[config.mk]
export PLATFORM = sky130hd
export DESIGN_NAME = rhrp_row_tracker
export DESIGN_NICKNAME = d
export VERILOG_FILES = /design/src/hw/rtl/row_height_range_profiler_top_macros.svh /design/src/hw/rtl/rhrp_pkg.sv /design/src/hw/rtl/rhrp_row_tracker.sv
export SDC_FILE = /design/constraint.sdc
export NUM_CORES = 1
export LEC_CHECK = 0
export BUFFER_PORTS_ARGS = -buffer_cell sky130_fd_sc_hd__buf_4
export CAP_MARGIN = 25
export CORE_ASPECT_RATIO = 0.75
export CORE_MARGIN = 3
export CORE_UTILIZATION = 35
export DETAILED_ROUTE_END_ITERATION = 8
export GPL_TIMING_DRIVEN = 0
export PLACE_DENSITY = 0.64
export SYNTH_ARGS = -nofsm -noshare
export SYNTH_HDL_FRONTEND = slang
export SYNTH_SLANG_ARGS = --single-unit
[constraint.sdc]
create_clock -name clk -period 18.85 [get_ports clk]
set_input_delay 1.885 -clock clk [delete_from_list [all_inputs] [get_ports clk]]
set_output_delay 1.885 -clock clk [all_outputs]
set_load 0.02 [all_outputs]
[src/hw/rtl/row_height_range_profiler_top_macros.svh]
// ----------------------------------------------------------------------------
// Row height range profiler: assertion macros
// Clocked on clk; the checked form is gated off while rst_n is low.
// ----------------------------------------------------------------------------
`ifndef ROW_HEIGHT_RANGE_PROFILER_TOP_MACROS_SVH
`define ROW_HEIGHT_RANGE_PROFILER_TOP_MACROS_SVH

// Checked only out of reset.
`define RHRP_ASSERT(lbl, prop, msg) \
  lbl: assert property (@(posedge clk) disable iff (!rst_n) prop) else $error(msg);

// Checked at every edge, reset included.
`define RHRP_ASSERT_ALWAYS(lbl, prop, msg) \
  lbl: assert property (@(posedge clk) prop) else $error(msg);

`endif

[src/hw/rtl/rhrp_pkg.sv]
`timescale 1ns / 1ps
// ----------------------------------------------------------------------------
// rhrp_pkg
// Shared constants and types of the row height range profiler.
// ----------------------------------------------------------------------------
package rhrp_pkg;

  localparam int unsigned RHRP_COORD_BITS = 32;
  localparam int unsigned AXIS_BITS       = 2;

  localparam logic [AXIS_BITS-1:0] AXIS_KEY_Y_MEAS_Z = 2'd0;
  localparam logic [AXIS_BITS-1:0] AXIS_KEY_X_MEAS_Z = 2'd1;
  localparam logic [AXIS_BITS-1:0] AXIS_KEY_Y_MEAS_X = 2'd2;

  localparam int unsigned RES_DEPTH  = 4;
  localparam int unsigned RES_PTR_W  = $clog2(RES_DEPTH);
  localparam int unsigned RES_CNT_W  = $clog2(RES_DEPTH + 1);

  // Result queue push request: none, one or two words per point.
  typedef struct packed {
    logic push0;
    logic push1;
  } rhrp_push_t;

  // Result queue status seen by the tracker.
  typedef struct packed {
    logic                 has_room;
    logic [RES_CNT_W-1:0] count;
  } rhrp_q_stat_t;

endpackage

[src/hw/rtl/rhrp_row_tracker.sv]
`timescale 1ns / 1ps
// ----------------------------------------------------------------------------
// rhrp_row_tracker
// Point register, open-row state and per-point result generation.
// ----------------------------------------------------------------------------
module rhrp_row_tracker import rhrp_pkg::*; #(
  parameter int unsigned COORD_BITS = RHRP_COORD_BITS
) (
  input  logic                         clk,
  input  logic                         rst_n,
  input  logic                         in_valid,
  output logic                         in_ready,
  input  logic signed [COORD_BITS-1:0] in_x,
  input  logic signed [COORD_BITS-1:0] in_y,
  input  logic signed [COORD_BITS-1:0] in_z,
  input  logic                         in_eoc,
  input  logic [AXIS_BITS-1:0]         axis_mode,
  input  rhrp_q_stat_t                 q_stat,
  output rhrp_push_t                   push,
  output logic [2*COORD_BITS:0]        res0,
  output logic [2*COORD_BITS:0]        res1
);

  logic                         s1_valid_r;
  logic signed [COORD_BITS-1:0] s1_x_r, s1_y_r, s1_z_r;
  logic                         s1_eoc_r;

  logic                         row_open_r, row_open_nxt;
  logic signed [COORD_BITS-1:0] cur_key_r, cur_key_nxt;
  logic signed [COORD_BITS-1:0] low_r, low_nxt;
  logic signed [COORD_BITS-1:0] high_r, high_nxt;

  logic                         fire;
  logic signed [COORD_BITS-1:0] key, val;
  logic                         hit;
  logic                         close_old;
  logic [2*COORD_BITS:0]        res_old, res_eoc;
  logic [COORD_BITS-1:0]        eoc_range;

  assign fire     = s1_valid_r && q_stat.has_room;
  assign in_ready = !s1_valid_r || fire;

  always_ff @(posedge clk) begin
    if (!rst_n) begin
      s1_valid_r <= 1'b0;
    end else if (in_ready) begin
      s1_valid_r <= in_valid;
    end
  end

  always_ff @(posedge clk) begin
    if (in_ready && in_valid) begin
      s1_x_r   <= in_x;
      s1_y_r   <= in_y;
      s1_z_r   <= in_z;
      s1_eoc_r <= in_eoc;
    end
  end

  always_comb begin
    key = (axis_mode == AXIS_KEY_X_MEAS_Z) ? s1_x_r : s1_y_r;
    val = (axis_mode == AXIS_KEY_Y_MEAS_X) ? s1_x_r : s1_z_r;
    hit       = row_open_r && (key == cur_key_r);
    close_old = row_open_r && !hit;

    row_open_nxt = row_open_r;
    cur_key_nxt  = cur_key_r;
    low_nxt      = low_r;
    high_nxt     = high_r;
    if (fire) begin
      row_open_nxt = !s1_eoc_r;
      if (hit) begin
        if (val < low_r) begin
          low_nxt = val;
        end else if (high_r < val) begin
          high_nxt = val;
        end
      end else begin
        cur_key_nxt = key;
        low_nxt     = val;
        high_nxt    = val;
      end
    end

    // Flushed row: extremes after this point, or a fresh one-point row.
    eoc_range = hit ? COORD_BITS'(high_nxt - low_nxt) : '0;
    res_old   = {COORD_BITS'(high_r - low_r), cur_key_r, !s1_eoc_r};
    res_eoc   = {eoc_range, key, 1'b1};

    push.push0 = fire && (close_old || s1_eoc_r);
    push.push1 = fire && close_old && s1_eoc_r;
    res0       = close_old ? res_old : res_eoc;
    res1       = res_eoc;
  end

  always_ff @(posedge clk) begin
    if (!rst_n) begin
      row_open_r <= 1'b0;
      cur_key_r  <= '0;
      low_r      <= '0;
      high_r     <= '0;
    end else begin
      row_open_r <= row_open_nxt;
      cur_key_r  <= cur_key_nxt;
      low_r      <= low_nxt;
      high_r     <= high_nxt;
    end
  end

endmodule

After elaboration in Yosys (flattened, before gate mapping)

Cells that the tools add are included.

Logic and storage cells: 41
Bits in registers: 195

Bitwise operators: 1
Muxes and demuxes: 11
Eq/ne operators: 3
$lt $le $gt $ge: 2
$add $sub $neg: 2
Reduce and logical (&&, ||, !) cells: 13

Operators with widths:

| kind                                                                  | number |
|---|---|
| 32-bit 2-to-1 mux                                                     | 10 |
| 65-bit 2-to-1 mux                                                     | 1 |
| 32-bit < comparator                                                   | 2 |
| 32-bit subtractor                                                     | 2 |
| 32-bit equality test                                                  | 1 |
| 1-bit logical AND                                                     | 7 |
| 1-bit logical NOT                                                     | 3 |
| 2-bit by 1-bit equality test with 1-bit output, second input constant | 1 |
| 2-bit equality test, second input constant                            | 1 |
| 1-bit logical OR                                                      | 2 |
| 2-bit AND reduction                                                   | 1 |
| 1-bit inverter                                                        | 1 |

Depth between registers and ports, before layout

Gate-level depths: netlist of the first run.

Depth in word-level cells: 10
Gate-level depth with buffers: 37
Gate-level depth less buffers: 30

Least setup slack after synthesis of the first run

Ideal clock, no wire load.

Kind: in2out
Start point: input port axis_mode[0]
End point: output port res0[56]
Cell stages on the path: 34
Data arrival time: 9.147 ns
Data required time: 16.965 ns
Path slack: 7.818 ns
Buffers on the path: 6
Cell sequence: nand2b_4 buf_6 clkbuf_1 clkbuf_1 mux2i_1 inv_1 ha_1 nand4_1 nor4_1 and3_1 o221a_2 a211oi_4 mux2i_1 o21ai_2 buf_2 clkbuf_1 buf_1 nor2_1 a21oi_1 ha_1 nor2b_1 o21ai_0 nand2b_1 a21o_1 a21o_1 a21o_1 maj3_2 o221ai_2 a211oi_1 o21ai_2 a21oi_1 o31a_1 o21a_1 o32ai_1

Word-level cells in the longest chain between the ends: 10
Elaborated cells between the ends (all ways): 20
Classes of those cells: 1 x add/sub; 2 x order compare; 3 x eq/ne; 11 x mux; 3 x reduce/logical

RTL lines:

| what                  | RTL line               | source |
|---|---|---|
| start, declared       | rhrp_row_tracker.sv:17 | `input logic [AXIS_BITS-1:0] axis_mode,` |
| 2-bit equality test   | rhrp_row_tracker.sv:62 | `val = (axis_mode == AXIS_KEY_Y_MEAS_X) ? s1_x_r : s1_z_r;` |
| 32-bit 2-to-1 mux     | rhrp_row_tracker.sv:62 |  |
| 32-bit < comparator   | rhrp_row_tracker.sv:75 | `end else if (high_r < val) begin` |
| 32-bit 2-to-1 mux     | rhrp_row_tracker.sv:75 |  |
| 32-bit 2-to-1 mux     | rhrp_row_tracker.sv:73 | `if (val < low_r) begin` |
| 32-bit 2-to-1 mux     | rhrp_row_tracker.sv:72 | `if (hit) begin` |
| 32-bit 2-to-1 mux     | rhrp_row_tracker.sv:70 | `if (fire) begin` |
| 32-bit subtractor     | rhrp_row_tracker.sv:86 | `eoc_range = hit ? COORD_BITS'(high_nxt - low_nxt) : '0;` |
| 32-bit 2-to-1 mux     | rhrp_row_tracker.sv:86 |  |
| 65-bit 2-to-1 mux (*) | rhrp_row_tracker.sv:92 | `res0 = close_old ? res_old : res_eoc;` |
| end, declared         | rhrp_row_tracker.sv:20 | `output logic [2*COORD_BITS:0] res0,` |

Mark *: on every way between the ends. The rest lies on a longest branch, timed or not.

Worst setup path in the final report of the first run

Start point: input port axis_mode[0]
End point: output port res0[63]

Elaborated cells between the ends (all ways): 20
Classes of those cells: 1 x add/sub; 2 x order compare; 3 x eq/ne; 11 x mux; 3 x reduce/logical

RTL lines:

| what                                                                                  | RTL line                                       | source |
|---|---|---|
| 2-bit equality test or 2-bit by 1-bit equality test with 1-bit output (tied branches) | rhrp_row_tracker.sv:62, rhrp_row_tracker.sv:61 |  |
| 32-bit 2-to-1 mux, on equally long branches                                           | rhrp_row_tracker.sv:62, rhrp_row_tracker.sv:61 |  |
| 32-bit < comparator or 32-bit equality test (tied branches)                           | rhrp_row_tracker.sv:73, rhrp_row_tracker.sv:63 |  |
| 32-bit 2-to-1 mux or 1-bit logical AND (tied branches)                                | rhrp_row_tracker.sv:73, rhrp_row_tracker.sv:63 |  |
| 32-bit 2-to-1 mux (*)                                                                 | rhrp_row_tracker.sv:72                         |  |
| 32-bit 2-to-1 mux (*)                                                                 | rhrp_row_tracker.sv:70                         |  |
| via low_nxt[1]                                                                        | rhrp_row_tracker.sv:30                         | `logic signed [COORD_BITS-1:0] low_r, low_nxt;` |
| 32-bit subtractor (*)                                                                 | rhrp_row_tracker.sv:86                         |  |
| 32-bit 2-to-1 mux (*)                                                                 | rhrp_row_tracker.sv:86                         |  |
| 65-bit 2-to-1 mux (*)                                                                 | rhrp_row_tracker.sv:92                         |  |

The timed path passes the listed nets; every way through them passes the cells marked *.

==> results.md, run 1 <==
- Routed wire length: 55500 µm
- Final-report max-slew violation count: 0
- Type of origin of the critical path: input port
- Initial antenna violation count: 2
- Non-filler cells in the finished layout: 2384
- First-pass GRT wire length: about 81000 µm
- Cell row count: 62
- Worst skew pair latency: 470 ps
- Pwr Density: 88.56 mW/mm²
- Post-Synth XOR/XNOR Area: between 5 and 6%
- Iter 0 DRT Violations: 1479
- Switching Fraction: 38.68%
- Die H: 178.9 µm
- RSZ-0062 raised after global routing: no
- Period minus WS final: 13720 ps
- Via count: roughly 14000
- Int Power: 0.9244 mW
- Fraction of layout cells with a size suffix above 1: 19.03%
- Starting density of the core: 35.95%
- Flops & latches, synth: about 200
- Root Driver: clkbuf_16
- Area of the mapped netlist: 0.01395 mm²
- Static leakage: ~7.3 nW
- Hpwl dp: 44490 µm
- Gr ovfl total: 0
- Count leader, synth: nor2_1
- Post-route core utilization: 43.89%
- Clk pwr share: approximately 27%
- Clock skew: ~17 ps
- H-tree Lvls: 4
- Worst Setup Path Type: in2out
- Main combinational cell family by area after synthesis: compound AO/OA/AOI/OAI gates
- Die Footprint: 0.04230 mm²
- Seq/Total Area, Yosys: 34.95%
- Fin area: approximately 0.017 mm²
- Largest net degree at the start of global routing: roughly 70
- Post-CTS sizing: 0
- Fin Setup TNS: 0 ps
- Post-synth top cells: nor2_1, nand2_1, a21oi_1, inv_1, ha_1
- Yosys warning count: 0
- Post-Synth Simple-Gate Area: 17.72%
- Core Region: between 0.03 and 0.04 mm²
- Post-CTS Setup Bufs: 0
- Register share of total power: approximately 33%
- Commonest register cell after synthesis: dfxtp_1
- Clk sinks: 195
- Via/cell ratio: around 5.7
- WP data arrival: 11830 ps
- CTS buffer count: 17
- Net load switching power: 0.5832 mW
- DRT Pass-1 Iters: 7
- Final hold violation count: 0
- TritonCTS clock tree: done
- Compound-Gate Fraction of Synth Area: between 15 and 20%
- IR drop worst, VDD: 0.06984 mV
- RePlAce Congestion: 0.9844
- Synth-to-Final Area Change: 22.07%
- I/O Pins: 239
- Yosys top cell by area: edfxtp_1
- DRC Markers: 0
- Syn Inst Count: 1603
- CP Data Required Time: 16960 ps
- Area of placed instances: 0.01637 mm²
- Max stage delay on crit path: 860 ps
- Placed cells: 2350
- Total power: 1.508 mW
- Fill count: 3825
- Vias in the first global route: 13110
- Synth Area in Adders: around a tenth
- Outcome: complete, no violations
- Fmax: 72.90 MHz
- Post-Syn Nets: about 1800
- Antenna Nets Post-Route: 0
- Relative slew slack: 31.40%
- Worst Hold Class: reg2reg
- Hold buffers post-CTS: 0
- Synth Area per Inst: 8.700 µm²
- Endpoints failing setup: 0
- Combinational power share: 39.4%
- Critical-path maximum fanout: 10
- Slowest cell on crit path: nor4_1
- Worst-Margin Slew: 1000 ps
- EDFF count, synth: 97
- Longest Clk Path Bufs: 2
- Max-Cap Viols: 0
- Synth unique cells: 90
- WL/cell: roughly 23 µm
- Final nets: just over 2000
- Die width: ~240 µm
- Clock slew at reported path FFs: approximately 80 ps
- Synth area leaders: edfxtp_1, dfxtp_1, ha_1
- Total GRT Usage: between 20 and 30%
- Crit share post-route: 72.77%
- Critical path endpoint category: output pin
- Port-buffer cells: 234
- Mux contribution to synthesized area: just over 6%
- Post-synth top area share: between 20% and 30%
- Async set or reset register ratio after synthesis: 0%
## layout by cell type, fill, tap and decap left out, types with 25 or more instances in the layout
| cell type | n |
|---|---|
| a211oi_1 | 29 |
| a21o_1 | 25 |
| a21oi_1 | 128 |
| and2_1 | 36 |
| buf_4 | 238 |
| clkbuf_1 | 37 |
| dfxtp_1 | 98 |
| edfxtp_1 | 97 |
| ha_1 | 113 |
| inv_1 | 116 |
| mux2_2 | 37 |
| mux2i_1 | 34 |
| nand2_1 | 129 |
| nor2_1 | 203 |
| nor3_1 | 33 |
| o21ai_0 | 59 |
| o22ai_1 | 31 |
| xnor2_1 | 49 |
| xor2_1 | 41 |
## final timing paths
| path | from | to | slack (ps) | cells past startpoint |
|---|---|---|---|---|
| max | axis_mode[0] | res0[63] | 5130 | 37 |
| min | low_r[24]$_SDFF_PN0_ | low_r[24]$_SDFF_PN0_ | 530 | 2 |
| max reg2reg | s1_x_r[26]$_DFFE_PP_ | high_r[22]$_SDFF_PN0_ | 13030 | 17 |
| min reg2reg | low_r[24]$_SDFF_PN0_ | low_r[24]$_SDFF_PN0_ | 530 | 2 |
## sequential cells by signal (all words and copies together), names as in the netlist, 32 cells and up
register and cells:
s1_y_r 32, s1_x_r 32, low_r 32, cur_key_r 32
high_r 32, s1_z_r 32
## metal layers
layer,global-route usage (%),up-vias,wire (µm)
met5,0,-,36
met2,39.78,661,24230
met4,5.967,2,907
met1,35.56,6587,25150
li1,-,6278,-
met3,6.520,67,5178
## power groups by stage
stage	Sequential, mW	Clock (mW)	Combinational, mW
floorplan	0.499	0	0.400
global placement	0.511	0	0.573
detailed placement	0.510	0	0.579
CTS	0.500	0.413	0.583
global route	0.504	0.429	0.644
finish	0.501	0.412	0.594
## logic make-up after synthesis
family,after synthesis
and+or+nand+nor,527
AOI/OAI and AO/OA,414
DFF,195
buffers and inverters,182
adders and majority gates,118
xor gates and xnor gates,90
muxes,76
other,1
## through the flow
stage	setup WS (ps)	hold slack, ps
4_1_cts	5290	523.3
2_1_floorplan	7818	448.6
6_report	5133	528.2
5_1_grt	4451	551.9
3_5_place_dp	5336	503.1
3_3_place_gp	5247	487.6
## critical path: cells and delay by family
family / cells / cell delay (ps)
AO/OA/AOI/OAI: 12 / 2700
buffers and inverters: 11 / 3230
multiplexers: 2 / 710
AND/OR/NAND/NOR: 9 / 2110
adder cells (fa/ha/maj): 3 / 1120
## layout make-up
class | count | area [µm²] | area share, %
Multi-Input combinational cell | 1226 | 8346 | 49.02
Antenna cell | 1 | 2.502 | 0.01470
Buffer | 65 | 289.0 | 1.698
Sequential cell | 195 | 4875 | 28.63
Timing Repair Buffer | 236 | 1797 | 10.55
Clock buffer | 17 | 425.4 | 2.499
Inverter | 117 | 439.2 | 2.580
Tap cell | 512 | 640.6 | 3.763
Clock inverter | 15 | 210.2 | 1.235
(Power assumes the default switching activity.)
==> inputs of run 2 (changes only) <==
ABC_AREA = 1   (was unset)
clock period = 13.07 ns   (was 18.85 ns; I/O delays follow)
==> run 2 against run 1 <==
  * First-iteration DRC count grew 2.1%
  * Utilization decreased by 0.66 points
  * Synthesized cell count rose by 26%
  * Routed wire length fell by 1.3%
  * Area after synthesis grew 1.1%
  * Sequential power increased by 43%
  * Flip-flop and latch count is the same
  * Via count increased by 7.2%
  * Non-clock buffer count decreased by 4
  * Worst hold slack worse by 45 ps
  * Register-to-register slack worse by 4500 ps
  * Combinational power grew 58%
==> results.md, run 2 <==
- Outcome: complete, no violations
- Antenna Nets Post-Route: 0
- Core Region: 0.03965 mm²
- Clock skew: 15.40 ps
- Worst-Margin Slew: 1116 ps
- Critical path endpoint category: output pin
- Async set or reset register ratio after synthesis: 0%
- WL/cell: 19.51 µm
- WP data arrival: 9800 ps
- Synth unique cells: 53
- CP Data Required Time: 11760 ps
- Worst R2R Path Depth: 16
- Ant. Diodes: 0
- Post-synth top cells: nand2_1, inv_1, o21ai_0, nor2_1, a21oi_1
- Syn Inst Count: between 2000 and 2500
- Count leader, synth: nand2_1
- Met1 usage: between 30% and 40%
- Cell row count: 63
- Type of origin of the critical path: input port
- Post-Syn Nets: 2240
- Total GRT Usage: 25.06%
- IR drop worst, VDD: 0.09464 mV
- Fmax: around 90 MHz
- Starting density of the core: 35.55%
- Gr ovfl total: 0
- EDFF count, synth: 97
- Most frequent cells in the layout: nand2_1, inv_1, buf_4
- Clock slew at reported path FFs: 80 ps
- Hold buffers post-CTS: 0
- Port-buffer cells: 233
- Post-CTS sizing: 0
- WHS Path Cells: 2
- Period minus WS final: between 10000 and 15000 ps
- R2r endpoint: high_r[26]$_SDFF_PN0_
- Slowest cell on crit path: a211oi_1
- Synth area leaders: edfxtp_1, dfxtp_1, nand2_1
- Post-synth top area share: 20.66%
- R2R Path Start: s1_x_r[15]$_DFFE_PP_
- Clk sinks: 195
- Origin of the worst min-delay path: cur_key_r[1]$_SDFFE_PN0P_
- Synth Area per Inst: between 6 and 7 µm²
- WHS: 483.6 ps
- Via count: between 10000 and 15000
- Root Driver: clkbuf_16
- Via/cell ratio: 5.191
- DRT Pass-1 Iters: 6
- Max stage delay on crit path: 590 ps
- Initial antenna violation count: 0
- Worst Setup Path Type: in2out
- Seq/Total Area, Yosys: 34.58%
- First-pass GRT wire length: 81740 µm
- Post-route core utilization: 43.23%
- Most Frequent Cell on Critical Path: nand2_1
- Non-filler cells in the finished layout: 2807
- Area of placed instances: 0.01658 mm²
- GR Util met3: 4.187%
- Worst Hold End: cur_key_r[1]$_SDFFE_PN0P_
- RSZ-0062 raised after global routing: no
- Final nets: 2495
- Commonest register cell after synthesis: dfxtp_1
- Yosys warning count: 0
- Vias in the first global route: roughly 14000
- Reg2Reg Setup Slack: 8570 ps
- Worst skew pair latency: around 470 ps
- Die width: 237.7 µm
- Crit share post-route: 84.95%
- Endpoints failing setup: 0
- Worst Hold Class: reg2reg
- Relative slew slack: between 20 and 30%
- H-tree Lvls: 4
- Placed cells: about 2800
- Static leakage: about 9 nW
- Final-report max-slew violation count: 0
- Routed wire length: 54760 µm
- Critical path's top delay family: simple AND/OR/NAND/NOR gates
- Most Crowded Layer GR: met2
- I/O Pins: 239
- RePlAce Congestion: 0.9537
- Pwr Density: 127.3 mW/mm²
- Area of the mapped netlist: ~0.014 mm²
- Final hold violation count: 0
- Fin area: 0.01714 mm²
- Fill count: 4112
- Max-Cap Viols: 0
- Die Footprint: approximately 0.043 mm²
- Largest net degree at the start of global routing: 33
- Hpwl dp: ~45000 µm
- Fraction of layout cells with a size suffix above 1: 15.52%
- Synth-to-Final Area Change: 21.59%
- Total power: 2.182 mW
- Flops & latches, synth: 195
- DRC Markers: 0
- Setup ws final: 1967 ps
- CP bufs+invs: 14
- Post-CTS Setup Bufs: 0
- Longest Clk Path Bufs: 2
- Die H: 179.8 µm
- Fin Setup TNS: 0 ps
- TritonCTS clock tree: done
- Global-route met2 utilization: 37.81%
- Iter 0 DRT Violations: 1510
- Pre-CTS setup slack: 2162 ps
- Critical-path maximum fanout: 10
- CTS buffer count: 17
- Commonest non-fill, non-tap cell in the layout: nand2_1
- Yosys top cell by area: edfxtp_1
==> run 2: cell types whose count changed after synthesis, moves of 34 or more <==
cell | before | now
mux2i_1 | 34 | 0
inv_1 | 116 | 299
xnor2_1 | 49 | 5
mux2_2 | 37 | 1
and2_1 | 37 | 1
o21ai_0 | 59 | 179
nand2_1 | 129 | 502
nand3_1 | 18 | 118
==> run 2: layout make-up <==
cell class | instances | area, µm² | share of cell area [%]
Clock inverter | 15 | 140.1 | 0.8175
Clock buffer | 17 | 425.4 | 2.482
Tap cell | 520 | 650.6 | 3.796
Buffer | 61 | 305.3 | 1.781
Inverter | 311 | 1170 | 6.825
Sequential cell | 195 | 4875 | 28.44
Timing Repair Buffer | 236 | 1817 | 10.60
Multi-Input combinational cell | 1452 | 7759 | 45.26
==> run 2: cell families (layout without fill, tap and decap cells) <==
kind of cell | count (synthesis) | after routing | share of synthesized area, %
buf+inv | 372 | 640 | 10.46
simple gates | 906 | 906 | 27.34
xor+xnor | 32 | 32 | 1.988
other cells | 1 | 1 | 0.02660
fa+ha+maj | 115 | 115 | 10.31
flops | 195 | 195 | 34.58
mux | 1 | 1 | 0.07987
compound gates | 397 | 397 | 15.21
==> run 2: power by group <==
group          internal (mW)  switching [mW]
Sequential             0.688          0.0270
Combinational          0.311           0.627
Clock                  0.253           0.276
==> run 2: worst register-to-register path, stage by stage (launching register included) <==
cell      delay [ps]
edfxtp_1         430
o21ai_0          710
ha_1             410
nand2_1           80
nor2_1            40
nor4_1           370
nand2_1          240
nand2_1          140
a21oi_1           80
nor2_1           170
nand2_1          230
nand2_2          170
buf_2            320
clkbuf_1         530
or2_2            210
o21ai_0          160
nor2_1           140
==> run 2: how the worst max path moves through the flow <==
stage	cells after the start	start	slack [ps]	endpoint
floorplan	48	axis_mode[1]	4800	res0[54]
global placement	49	axis_mode[0]	2210	res0[60]
detailed placement	49	axis_mode[0]	2160	res0[60]
CTS	49	axis_mode[0]	2100	res0[60]
global route	50	axis_mode[0]	1280	res0[60]
finish	49	axis_mode[0]	1970	res0[60]
==> run 2: layer usage <==
layer  routed length (µm)  share of wire (%)
met4                 1347                2.5
met3                 3859                7.0
met2                23810                 43
met5                    0                  0
met1                25740                 47
