==> config.mk <==
export PLATFORM = sky130hd
export DESIGN_NAME = rhrp_res_queue
export DESIGN_NICKNAME = d
export VERILOG_FILES = /design/src/hw/rtl/row_height_range_profiler_top_macros.svh /design/src/hw/rtl/rhrp_pkg.sv /design/src/hw/rtl/rhrp_res_queue.sv
export SDC_FILE = /design/constraint.sdc
export NUM_CORES = 1
export LEC_CHECK = 0
export ABC_AREA = 1
export BUFFER_PORTS_ARGS = -buffer_cell sky130_fd_sc_hd__buf_2
export CAP_MARGIN = 5
export CORE_ASPECT_RATIO = 0.6
export CORE_MARGIN = 8
export CORE_UTILIZATION = 53
export CTS_BUF_LIST = sky130_fd_sc_hd__clkbuf_8
export DETAILED_ROUTE_END_ITERATION = 10
export PLACE_DENSITY = 0.78
export SLEW_MARGIN = 20
export SYNTH_ARGS = -nofsm -noshare
export SYNTH_HDL_FRONTEND = slang
export SYNTH_SLANG_ARGS = --single-unit
==> constraint.sdc <==
create_clock -name clk -period 2.6 [get_ports clk]
set_input_delay 0.13 -clock clk [delete_from_list [all_inputs] [get_ports clk]]
set_output_delay 0.13 -clock clk [all_outputs]
set_load 0.01 [all_outputs]
==> src/hw/rtl/row_height_range_profiler_top_macros.svh <==
// ----------------------------------------------------------------------------
// Row height range profiler: assertion macros
// Clocked on clk; the checked form is gated off while rst_n is low.
// ----------------------------------------------------------------------------
`ifndef ROW_HEIGHT_RANGE_PROFILER_TOP_MACROS_SVH
`define ROW_HEIGHT_RANGE_PROFILER_TOP_MACROS_SVH

// Checked only out of reset.
`define RHRP_ASSERT(lbl, prop, msg) \
  lbl: assert property (@(posedge clk) disable iff (!rst_n) prop) else $error(msg);

// Checked at every edge, reset included.
`define RHRP_ASSERT_ALWAYS(lbl, prop, msg) \
  lbl: assert property (@(posedge clk) prop) else $error(msg);

`endif

==> src/hw/rtl/rhrp_pkg.sv <==
`timescale 1ns / 1ps
// ----------------------------------------------------------------------------
// rhrp_pkg
// Shared constants and types of the row height range profiler.
// ----------------------------------------------------------------------------
package rhrp_pkg;

  localparam int unsigned RHRP_COORD_BITS = 32;
  localparam int unsigned AXIS_BITS       = 2;

  localparam logic [AXIS_BITS-1:0] AXIS_KEY_Y_MEAS_Z = 2'd0;
  localparam logic [AXIS_BITS-1:0] AXIS_KEY_X_MEAS_Z = 2'd1;
  localparam logic [AXIS_BITS-1:0] AXIS_KEY_Y_MEAS_X = 2'd2;

  localparam int unsigned RES_DEPTH  = 4;
  localparam int unsigned RES_PTR_W  = $clog2(RES_DEPTH);
  localparam int unsigned RES_CNT_W  = $clog2(RES_DEPTH + 1);

  // Result queue push request: none, one or two words per point.
  typedef struct packed {
    logic push0;
    logic push1;
  } rhrp_push_t;

  // Result queue status seen by the tracker.
  typedef struct packed {
    logic                 has_room;
    logic [RES_CNT_W-1:0] count;
  } rhrp_q_stat_t;

endpackage

==> src/hw/rtl/rhrp_res_queue.sv <==
`timescale 1ns / 1ps
// ----------------------------------------------------------------------------
// rhrp_res_queue
// Small result queue: takes one or two words a cycle, gives one.
// ----------------------------------------------------------------------------
module rhrp_res_queue import rhrp_pkg::*; #(
  parameter int unsigned COORD_BITS = RHRP_COORD_BITS
) (
  input  logic                  clk,
  input  logic                  rst_n,
  input  rhrp_push_t            push,
  input  logic [2*COORD_BITS:0] wdata0,
  input  logic [2*COORD_BITS:0] wdata1,
  output rhrp_q_stat_t          q_stat,
  output logic                  out_valid,
  input  logic                  out_ready,
  output logic [2*COORD_BITS:0] rdata
);

  logic [2*COORD_BITS:0] mem [RES_DEPTH];
  logic [RES_PTR_W-1:0]  wr_ptr_r, rd_ptr_r;
  logic [RES_CNT_W-1:0]  count_r, count_nxt;
  logic                  pop;
  logic [RES_PTR_W-1:0]  wr_ptr1;

  assign out_valid       = (count_r != '0);
  assign pop             = out_valid && out_ready;
  assign rdata           = mem[rd_ptr_r];
  assign wr_ptr1         = wr_ptr_r + RES_PTR_W'(1);
  assign q_stat.count    = count_r;
  assign q_stat.has_room = (count_r <= RES_CNT_W'(RES_DEPTH - 2));

  always_comb begin
    count_nxt = count_r + RES_CNT_W'(push.push0) + RES_CNT_W'(push.push1)
                - RES_CNT_W'(pop);
  end

  always_ff @(posedge clk) begin
    if (push.push0) begin
      mem[wr_ptr_r] <= wdata0;
    end
    if (push.push1) begin
      mem[wr_ptr1] <= wdata1;
    end
  end

  always_ff @(posedge clk) begin
    if (!rst_n) begin
      wr_ptr_r <= '0;
      rd_ptr_r <= '0;
      count_r  <= '0;
    end else begin
      if (push.push1) begin
        wr_ptr_r <= wr_ptr_r + RES_PTR_W'(2);
      end else if (push.push0) begin
        wr_ptr_r <= wr_ptr1;
      end
      if (pop) begin
        rd_ptr_r <= rd_ptr_r + RES_PTR_W'(1);
      end
      count_r <= count_nxt;
    end
  end

endmodule

# [Word level (Yosys, flattened, before mapping)]
# Memories as Yosys holds them, arrays and structs flattened. A register that Yosys moved wholly into a read port is not among the register bits.
# Index checks and enable logic that the tools add are counted.
[totals] ramBits=260 mem_count=1 input_bits=135 ff_bits=7
[mem_list] name="mem" words=4 width=65 rd=1 rd_ports_with_merged_regs=1 write_ports=2 line_no="rhrp_res_queue.sv:20" source="logic [2*COORD_BITS:0] mem [RES_DEPTH];"
[op_classes] n_reduce_logical=3 mux=8 addsub=6 magnitude_cmp=1
[ops] operator="two-way mux 2 bit" n=4
[ops] operator="adder 3 x 1 -> 3 bit" n=2
[ops] operator="adder 2 x 1 -> 2 bit, second input constant" n=2
[ops] operator="two-way mux 1 bit" n=4
[ops] operator="<= comparator 3 x 2 -> 1 bit, second input constant" n=1
[ops] operator="nonzero test 3 bit" n=1
[ops] operator="subtractor 3 x 1 -> 3 bit" n=1
[ops] operator="adder 2 bit, second input constant" n=1
[ops] operator="nonzero test 2 bit" n=1
[ops] operator="logical AND 1 bit" n=1

# [Depth between registers and ports, before layout]
# Gate-level depths: netlist of run 1.
[depth] depth_word=4 depth_mapped=8 ltp_nobuf=8

# [Worst setup path before layout of run 1]
# No wires, ideal clock.
[synth_timing] path_type="register to register" startpoint="reg wr_ptr_r[0]" endpoint="mem mem[1][0] (netlist name) (enable)" stages_incl_launch_ff=6 setup_slack_ps=-178 arrival_time_ps=2082 path_buffers=1 synth_period_minus_slack_ps=2778 path_cell_list="dfxtp_1 inv_1 ha_1 nand2_1 clkbuf_1 nand2_1"
[synth_lines] element="from (decl)" line_no="rhrp_res_queue.sv:21" source="logic [RES_PTR_W-1:0] wr_ptr_r, rd_ptr_r;"
[synth_lines] element="from (signal assigned)" line_no="rhrp_res_queue.sv:54" source="wr_ptr_r <= wr_ptr_r + RES_PTR_W'(2);"
[synth_lines] element="from (signal assigned)" line_no="rhrp_res_queue.sv:56" source="wr_ptr_r <= wr_ptr1;"
[synth_lines] element="to (decl)" line_no="rhrp_res_queue.sv:20"

==> impl_metrics.env, run 1 <==
export IMPL_syn_inst=1337
export IMPL_wire_per_inst_um=18.4
export IMPL_rsz0062_at_grt="false"
export IMPL_setup_viol=0
export IMPL_whs_path_depth=3
export IMPL_critPathTopFamily="buffers and inverters"
export IMPL_cts_made_buffers=41
export IMPL_ir_drop_uv=410
export IMPL_drv_slew=0
export IMPL_cts_sink_count=269
export IMPL_portBuffers=204
export IMPL_cts_path_max_buffers=3
export IMPL_grt_first_pass_wirelength_um=59100
export IMPL_synth_avg_cell_area_um2=9.64
export IMPL_routed_wl_um=37800
export IMPL_dr_first_iter_drc_count=1234
export IMPL_clockRootBuffer="clkbuf_8"
export IMPL_crit_arrival_ns=2.69
export IMPL_worst_pin_slew_ns=0.686
export IMPL_seqCellArea_um2=7990
export IMPL_vias_per_cell=5.62
export IMPL_crit_path_start_kind="flop"
export IMPL_coreArea_um2=24100
export IMPL_outcome="completed"
export IMPL_post_cts_repair_setup_buffers=0
export IMPL_fin_crit_sh_pct=93.0
export IMPL_clock_skew_ns=0.0106
export IMPL_cts_repair_resize_count=0
export IMPL_worstHoldPathType="in2reg"
export IMPL_ioPinCount=205
export IMPL_reg2reg_from="wr_ptr_r[1]"
export IMPL_row_count=44
export IMPL_cp_num_cells=6
export IMPL_fp_dieH_um=137
export IMPL_final_common_cell="o21ai_0"
export IMPL_crit_chain="inv_1 -> ha_1 -> nand2_4 -> buf_4 -> o21ai_0 -> dlygate4sd3_1"
export IMPL_layout_common_cells="o21ai_0 (356), nand2_1 (273), edfxtp_1 (260), buf_2 (204), dlygate4sd3_1 (190)"
export IMPL_drt_antenna_violating_nets=0
export IMPL_hold_violations=0
export IMPL_end_kind="flop"
export IMPL_fillers=1751
export IMPL_max_freq_mhz=414
export IMPL_cts_hold_buf=190
export IMPL_required_ns=2.88
export IMPL_slowest_delay_ns=0.63
export IMPL_grt_max_degree=131
export IMPL_nets=1842
export IMPL_yosysTopAreaCell="edfxtp_1"
export IMPL_power_density_nw_per_um2=708
export IMPL_path_class="reg2reg"
export IMPL_cap_violations=0
export IMPL_firstDrtPassIters=6
export IMPL_grt_pass1_vias=11400
export IMPL_hp_start="wdata1[29]"
export IMPL_ys_top_cells_by_area="edfxtp_1 (61%), o21ai_0 (14%), nand2_1 (8.2%)"
export IMPL_clk_pin_slew_ns=0.06
export IMPL_critPathSlowestCell="dlygate4sd3_1"
export IMPL_area_growth_pct=30.4
export IMPL_ys_ff_latch=269
export IMPL_multi_input_area_um2=4160
export IMPL_fin_setup_tns_ns=0
export IMPL_placed_area_um2=14200
export IMPL_gp_congestion=0.833
export IMPL_cellLeakagePower_nw=7.07
export IMPL_die_area_um2=29700
export IMPL_clk_latency_ns=0.53
export IMPL_crit_buf_inv=3
export IMPL_tritoncts="built"
export IMPL_post_synth_top_area_fraction_pct=60.6
export IMPL_r2r_cells=6
export IMPL_max_slew_margin_rel_pct=54.3
export IMPL_h_tree_depth=2
export IMPL_die_w_um=217
export IMPL_synth_nets=1480
export IMPL_fin_area_um2=16800
export IMPL_synth_cell_types=21
export IMPL_ys_warn_count=0
export IMPL_drive_gt1_share_pct=16.3
export IMPL_min_period_ns=2.42
export IMPL_start_util_pct=53.6
export IMPL_synth_area_um2=12900
export IMPL_drc_errors=0
export IMPL_grt_ovfl_total=0
export IMPL_finalPower_mw=11.9
export IMPL_num_vias=11600
export IMPL_ys_seq_area_share_pct=62.0
export IMPL_grt_total_usage_pct=24.9
export IMPL_cp_max_fo=62
export IMPL_grt_antenna_before_repair=2
export IMPL_dpl_hpwl_um=21200
export IMPL_startpoint="wr_ptr_r[1]"
[worst min-delay path, cell delays in order]
cell     delay, ns
buf_2         0.09
inv_1         0.06
o21ai_0       0.17
[power by group]
group | total (mW) | leakage, nW | internal (mW) | switching (mW)
combinational | 3.49 | 4.13 | 1.28 | 2.21
clock | 3.08 | 0.426 | 1.49 | 1.59
sequential | 5.34 | 2.52 | 5.23 | 0.109
[per-stage QoR]
step,hold slack [ns],cells,setup WS (ns),utilization (%)
2_1_floorplan,0.223,1337,0.460,-
3_3_place_gp,0.420,1788,0.575,59.0
3_5_place_dp,0.416,1788,0.558,59.0
4_1_cts,0.000179,2049,0.315,69.8
5_1_grt,0.0144,2051,0.103,69.8
6_report,0.0259,2056,0.182,69.9
[final cells by class]
class                      instances  area share (%)
antenna                            7           0.104
clock buffer                      42            3.44
clock inverter                    29           0.648
inverter                          79            1.78
multi-input combinational        891            24.8
sequential                       269            47.6
tap                              322            2.40
timing repair buffer             417            19.3
[worst paths after layout]
check	end	slack, ns
max reg2reg	mem[2][23]	0.18
min	mem[0][29]	0.03
min reg2reg	rd_ptr_r[0]	0.52
max	mem[2][23]	0.18
[logic make-up after synthesis]
family                   Yosys count  synth area share (%)
AO/OA/AOI/OAI                    465                  18.7
adder cells (fa/ha/maj)            8                 0.893
buffers and inverters            177                  6.21
flip-flops                       269                  62.0
AND/OR/NAND/NOR                  418                  12.2
[metal layers]
metal | GRT usage (%) | vias up | routed length [um]
met2 | 41.4 | 624 | 18100
met3 | 6.05 | 86 | 3770
met1 | 31.6 | 5440 | 15000
met4 | 8.79 | 0 | 994
li1 | - | 5407 | -
met5 | 0 | - | 0
[flip-flops by register name, summed over array words and instances (netlist names), named ones only]
register / cells
wr_ptr_r: 2
mem: 260
count_r: 3
rd_ptr_r: 2
[synth_stat cells]
library cell / number
fa_1: 2
buf_6: 11
a21boi_0: 1
buf_2: 29
a21oi_1: 5
or2_2: 1
o21ai_0: 356
nand2_1: 281
nand3_1: 1
edfxtp_1: 260
clkbuf_2: 2
nor2_1: 134
buf_4: 4
ha_1: 6
dfxtp_1: 9
o22ai_1: 65
clkbuf_1: 52
nor3_1: 1
inv_2: 1
inv_1: 78
o21ai_1: 38
(Power assumes the default switching activity.)
==> inputs of run 2 (changes only) <==
Settings changed: CELL_PAD_IN_SITES_DETAIL_PLACEMENT from default to 1, CELL_PAD_IN_SITES_GLOBAL_PLACEMENT from default to 1, CORE_UTILIZATION 53 to 41, CTS_CLUSTER_DIAMETER from default to 100, CTS_CLUSTER_SIZE from default to 28, PLACE_DENSITY 0.78 to default, PLACE_DENSITY_LB_ADDON from default to 0.1.
==> run 2 against run 1 <==
Final cell count increased by 2.1%. Clock skew increased by 0.014 ns. Clock power decreased by 41%. Largest cell class unchanged.
==> impl_metrics.env, run 2 (same netlist as run 1, synthesis figures left out) <==
export IMPL_power_density_nw_per_um2=649
export IMPL_cts_sink_count=269
export IMPL_routed_wl_um=42300
export IMPL_outcome="completed"
export IMPL_required_ns=2.47
export IMPL_cts_made_buffers=13
export IMPL_grt_ovfl_total=0
export IMPL_crit_arrival_ns=2.30
export IMPL_crit_chain="buf_4 -> o21ai_0 -> o22ai_1 -> buf_2"
export IMPL_cp_max_fo=32
export IMPL_crit_buf_inv=2
export IMPL_ioPinCount=205
export IMPL_layout_common_cells="o21ai_0 (356), nand2_1 (273), edfxtp_1 (260), buf_2 (204), dlygate4sd3_1 (198)"
export IMPL_dr_first_iter_drc_count=732
export IMPL_reg_top3="mem: 260 flops, count_r: 3 flops"
export IMPL_drt_antenna_violating_nets=0
export IMPL_worst_pin_slew_ns=0.643
export IMPL_whs_path_depth=3
export IMPL_setup_viol=0
export IMPL_wire_per_inst_um=20.2
export IMPL_tritoncts="built"
export IMPL_clock_skew_ns=0.0248
export IMPL_dpl_hpwl_um=25100
export IMPL_grt_first_pass_wirelength_um=66600
export IMPL_gp_congestion=0.780
export IMPL_h_tree_depth=1
export IMPL_start_util_pct=41.5
export IMPL_nets=1822
export IMPL_area_growth_pct=28.6
export IMPL_coreArea_um2=31000
export IMPL_fin_crit_sh_pct=93.5
export IMPL_rsz0062_at_grt="false"
export IMPL_fin_util_pct=53.4
export IMPL_critPathSlowestCell="dfxtp_2"
export IMPL_min_period_ns=2.43
export IMPL_path_class="reg2out"
export IMPL_cp_num_cells=4
export IMPL_max_freq_mhz=411
export IMPL_critPathTopFamily="buffers and inverters"
export IMPL_fillers=3593
export IMPL_cellLeakagePower_nw=6.82
export IMPL_clk_pin_slew_ns=0.17
export IMPL_crit_path_start_kind="flop"
export IMPL_num_vias=11200
export IMPL_die_area_um2=37600
export IMPL_fin_setup_tns_ns=0
export IMPL_largest_reg_flops=260
export IMPL_vias_per_cell=5.33
export IMPL_worstHoldPathType="in2reg"
export IMPL_end_kind="output port"
export IMPL_grt_pass1_vias=11700
export IMPL_clockRootBuffer="clkbuf_8"
export IMPL_regMostFlops="mem"
export IMPL_ir_drop_uv=323
export IMPL_clk_latency_ns=0.57
export IMPL_slowest_delay_ns=0.59
export IMPL_grt_total_usage_pct=22.0
export IMPL_max_slew_margin_rel_pct=57.1
export IMPL_row_count=50
export IMPL_drv_slew=0
export IMPL_grt_antenna_before_repair=3
export IMPL_drc_errors=0
export IMPL_cap_violations=0
export IMPL_portBuffers=204
export IMPL_final_common_cell="o21ai_0"
export IMPL_grt_max_degree=131
export IMPL_die_w_um=245
export IMPL_fp_dieH_um=153
export IMPL_r2r_cells=6
export IMPL_cts_path_max_buffers=3
export IMPL_hold_violations=0
export IMPL_drive_gt1_share_pct=15.1
export IMPL_firstDrtPassIters=5
==> run 2: cell count changes in the layout (fill, tap and decap cells not counted), moves of 3 or more <==
cell           previous run  this run
inv_1                    98        80
buf_4                    11         7
diode_2                   7         2
clkinv_1                  8         0
dlygate4sd3_1           190       198
clkbuf_8                 42        13
buf_12                   12        15
==> run 2: worst register-to-register path: cells and delay by family (launching register included) <==
family,cells,cell delay [ns]
fa+ha+maj,1,0.24
simple gates,1,0.25
flops,1,0.41
compound gates,1,0.19
buf+inv,3,1.11
==> run 2: layer usage <==
metal,track usage (%),wire length (um),vias to the layer above
met5,0,23,-
met4,3.90,637,4
met3,3.62,1840,44
met2,37.1,20400,227
met1,30.0,19400,5573
li1,-,-,5333
==> run 2: worst paths after layout <==
kind | to | slack [ns] | from
worst max-delay path | rdata[36] | 0.17 | flop
worst min-delay path | mem[0][5] | 0.02 | wdata1[5]
worst max register to register | mem[1][35] | 0.19 | wr_ptr_r[1]
worst min register to register | rd_ptr_r[0] | 0.52 | rd_ptr_r[0]
==> run 2: stage by stage <==
stage / cell area (um^2) / worst slack, ns / std cells / hold WS (ns) / total power, mW
global route: 16600 / 0.0226 / 2098 / 0.0257 / 11.3
finish: 16600 / 0.169 / 2099 / 0.0213 / 10.8
detailed placement: 14400 / 0.536 / 1882 / 0.433 / 8.78
global placement: 14400 / 0.553 / 1882 / 0.419 / 8.70
floorplan: 12900 / 0.460 / 1337 / 0.223 / 7.34
CTS: 16600 / 0.151 / 2097 / 0.00485 / 10.8
==> run 2: power by group <==
part / leakage [nW] / total [mW] / internal [mW] / switching [mW]
Clock: 0.116 / 1.82 / 0.481 / 1.34
Combinational: 4.18 / 3.60 / 1.31 / 2.29
Sequential: 2.52 / 5.34 / 5.22 / 0.125
==> run 2: cell type report <==
type / count / area (um^2) / area share (%)
Antenna cell: 2 / 5.00 / 0.0302
Clock buffer: 13 / 179 / 1.08
Clock inverter: 4 / 27.5 / 0.166
Inverter: 79 / 299 / 1.80
Multi-Input combinational cell: 891 / 4170 / 25.2
Sequential cell: 269 / 7990 / 48.2
Tap cell: 416 / 520 / 3.14
Timing Repair Buffer: 425 / 3380 / 20.4
==> run 2: what timing repair did <==
item                                   in CTS  in global routing
gates resized for setup                     0                  2
setup endpoints to repair                   0                  6
hold buffers                              198                  0
setup buffers                               0                  0
endpoints found under the hold margin     269                  0
==> inputs of run 3 (changes only) <==
Settings changed: ABC_AREA 1 to default, CORE_UTILIZATION 41 to 45.
==> run 3 against run 2 <==
Sequential power rose by 1%. Clock skew rose by 0.017 ns. Largest power group unchanged. Wire length fell by 16%.
==> impl_metrics.env, run 3 <==
export IMPL_outcome="completed"
export IMPL_clock_skew_ns=0.0420
export IMPL_power_density_nw_per_um2=631
export IMPL_min_period_ns=2.53
export IMPL_layout_common_cells="mux2_2 (260), edfxtp_1 (260), buf_2 (204), dlygate4sd3_1 (196), mux4_2 (65)"
export IMPL_drv_slew=0
export IMPL_synth_cell_types=25
export IMPL_synth_area_um2=13000
export IMPL_ys_warn_count=0
export IMPL_synth_edf_count=260
export IMPL_ir_drop_uv=346
export IMPL_critPathSlowestCell="dlygate4sd3_1"
export IMPL_wire_per_inst_um=24.2
export IMPL_clockRootBuffer="clkbuf_8"
export IMPL_fp_dieH_um=148
export IMPL_dr_first_iter_drc_count=389
export IMPL_ys_ff_latch=269
export IMPL_crit_path_start_kind="flop"
export IMPL_worstHoldPathType="in2reg"
export IMPL_ioPinCount=205
export IMPL_yosysTopAreaCell="edfxtp_1"
export IMPL_regMostFlops="mem"
export IMPL_grt_total_usage_pct=20.0
export IMPL_grt_pass1_vias=9272
export IMPL_finalPower_mw=10.6
export IMPL_grt_antenna_before_repair=5
export IMPL_fin_crit_sh_pct=97.2
export IMPL_num_vias=7926
export IMPL_dpl_hpwl_um=21100
export IMPL_path_class="reg2reg"
export IMPL_hold_violations=0
export IMPL_routed_wl_um=35500
export IMPL_synth_nets=827
export IMPL_largest_reg_flops=260
export IMPL_start_util_pct=45.5
export IMPL_grt_ovfl_total=0
export IMPL_max_freq_mhz=396
export IMPL_grt_first_pass_wirelength_um=54300
export IMPL_drt_antenna_violating_nets=0
export IMPL_cts_made_buffers=13
export IMPL_crit_arrival_ns=2.85
export IMPL_fin_setup_tns_ns=0
export IMPL_die_area_um2=34900
export IMPL_firstDrtPassIters=6
export IMPL_clk_pin_slew_ns=0.17
export IMPL_syn_inst=684
export IMPL_drc_errors=0
export IMPL_row_count=48
export IMPL_ys_top_cells_by_area="edfxtp_1 (60%), mux2_2 (22%), mux4_2 (11%)"
export IMPL_cts_sink_count=269
export IMPL_clk_latency_ns=0.56
export IMPL_tritoncts="built"
export IMPL_coreArea_um2=28600
export IMPL_cts_path_max_buffers=3
export IMPL_required_ns=2.93
export IMPL_ys_seq_area_share_pct=61.3
export IMPL_crit_buf_inv=2
export IMPL_h_tree_depth=1
export IMPL_vias_per_cell=5.40
export IMPL_cellLeakagePower_nw=6.10
export IMPL_critPathTopFamily="buffers and inverters"
export IMPL_async_flop_share_pct=0
export IMPL_yosys_top_cells_count="edfxtp_1 (260), mux2_2 (260), mux4_2 (65), buf_6 (16), buf_2 (15)"
export IMPL_area_growth_pct=29.3
export IMPL_gp_congestion=0.738
export IMPL_crit_chain="ha_1 -> nand2_4 -> buf_4 -> mux2_2 -> dlygate4sd3_1"
export IMPL_cap_violations=0
export IMPL_end_kind="flop"
export IMPL_cp_max_fo=19
export IMPL_die_w_um=236
export IMPL_max_slew_margin_rel_pct=62.5
export IMPL_grt_max_degree=34
export IMPL_synth_avg_cell_area_um2=19.1
export IMPL_synth_ff_type="edfxtp_1"
export IMPL_slowest_delay_ns=0.58
export IMPL_nets=1229
export IMPL_portBuffers=204
export IMPL_worst_pin_slew_ns=0.563
export IMPL_drive_gt1_share_pct=53.4
export IMPL_setup_viol=0
export IMPL_reg_top3="mem: 260 flops, count_r: 3 flops"
export IMPL_post_synth_top_area_fraction_pct=59.9
export IMPL_rsz0062_at_grt="false"
==> run 3: final timing paths <==
| check | cells past startpoint | endpoint | start | slack (ns) |
|---|---|---|---|---|
| worst max-delay path | 5 | mem[0][53] | wr_ptr_r[0] | 0.07 |
| worst min-delay path | 4 | wr_ptr_r[1] | push[1] | 0.04 |
| worst max register to register | 5 | mem[0][53] | wr_ptr_r[0] | 0.07 |
| worst min register to register | 1 | wr_ptr_r[1] | wr_ptr_r[1] | 0.56 |
==> run 3: layer usage <==
metal / track usage [%] / share of wire (%)
met5: 0 / 0
met1: 23.8 / 41
met3: 3.90 / 3.9
met4: 4.18 / 1.6
met2: 37.3 / 53
==> run 3: tightest hold or removal path: cells and delay by family <==
kind            cells  cell delay, ns
buf+inv             1            0.15
compound gates      2            0.25
simple gates        1            0.05
==> run 3: area by class of cell <==
cell class	count	area, um^2
Clock inverter	5	31.3
Clock buffer	13	179
Inverter	7	26.3
Timing Repair Buffer	429	3390
Fill cell	2600	11800
Antenna cell	5	12.5
Multi-Input combinational cell	366	4750
Tap cell	375	469
Sequential cell	269	8000
==> run 3: repair_timing <==
item / CTS / global route
hold buffers: 196 / 0
resized for setup: 0 / 3
endpoints found under the setup margin: 0 / 28
buffers inserted: 0 / 6
endpoints found under the hold margin: 269 / 0
==> run 3: logic make-up (layout without fill, tap and decap cells) <==
family	Yosys count	count (layout)	synth area share [%]
AO/OA/AOI/OAI	8	8	0.451
adder cells (fa/ha/maj)	8	8	0.883
XOR/XNOR	3	3	0.202
multiplexers	325	325	33.7
AND/OR/NAND/NOR	22	22	0.768
other	0	5	0
flip-flops	269	269	61.3
buffers and inverters	49	454	2.74
==> run 3: power by group <==
group	internal (mW)	switching, mW	total, mW
Combinational	1.83	1.61	3.44
Sequential	5.22	0.188	5.40
Clock	0.483	1.31	1.80
Total	7.53	3.11	10.6
==> run 3: through the flow <==
step	hold WS (ns)	cell area [um^2]	std cells	setup slack (ns)	util [%]
CTS	0.00829	16800	1458	0.0138	58.6
floorplan	0.246	13000	684	0.459	-
detailed placement	0.436	14600	1244	0.384	51.0
finish	0.0450	16900	1469	0.0739	58.8
global placement	0.424	14600	1244	0.457	51.0
global route	0.0396	16900	1469	0.0152	58.8
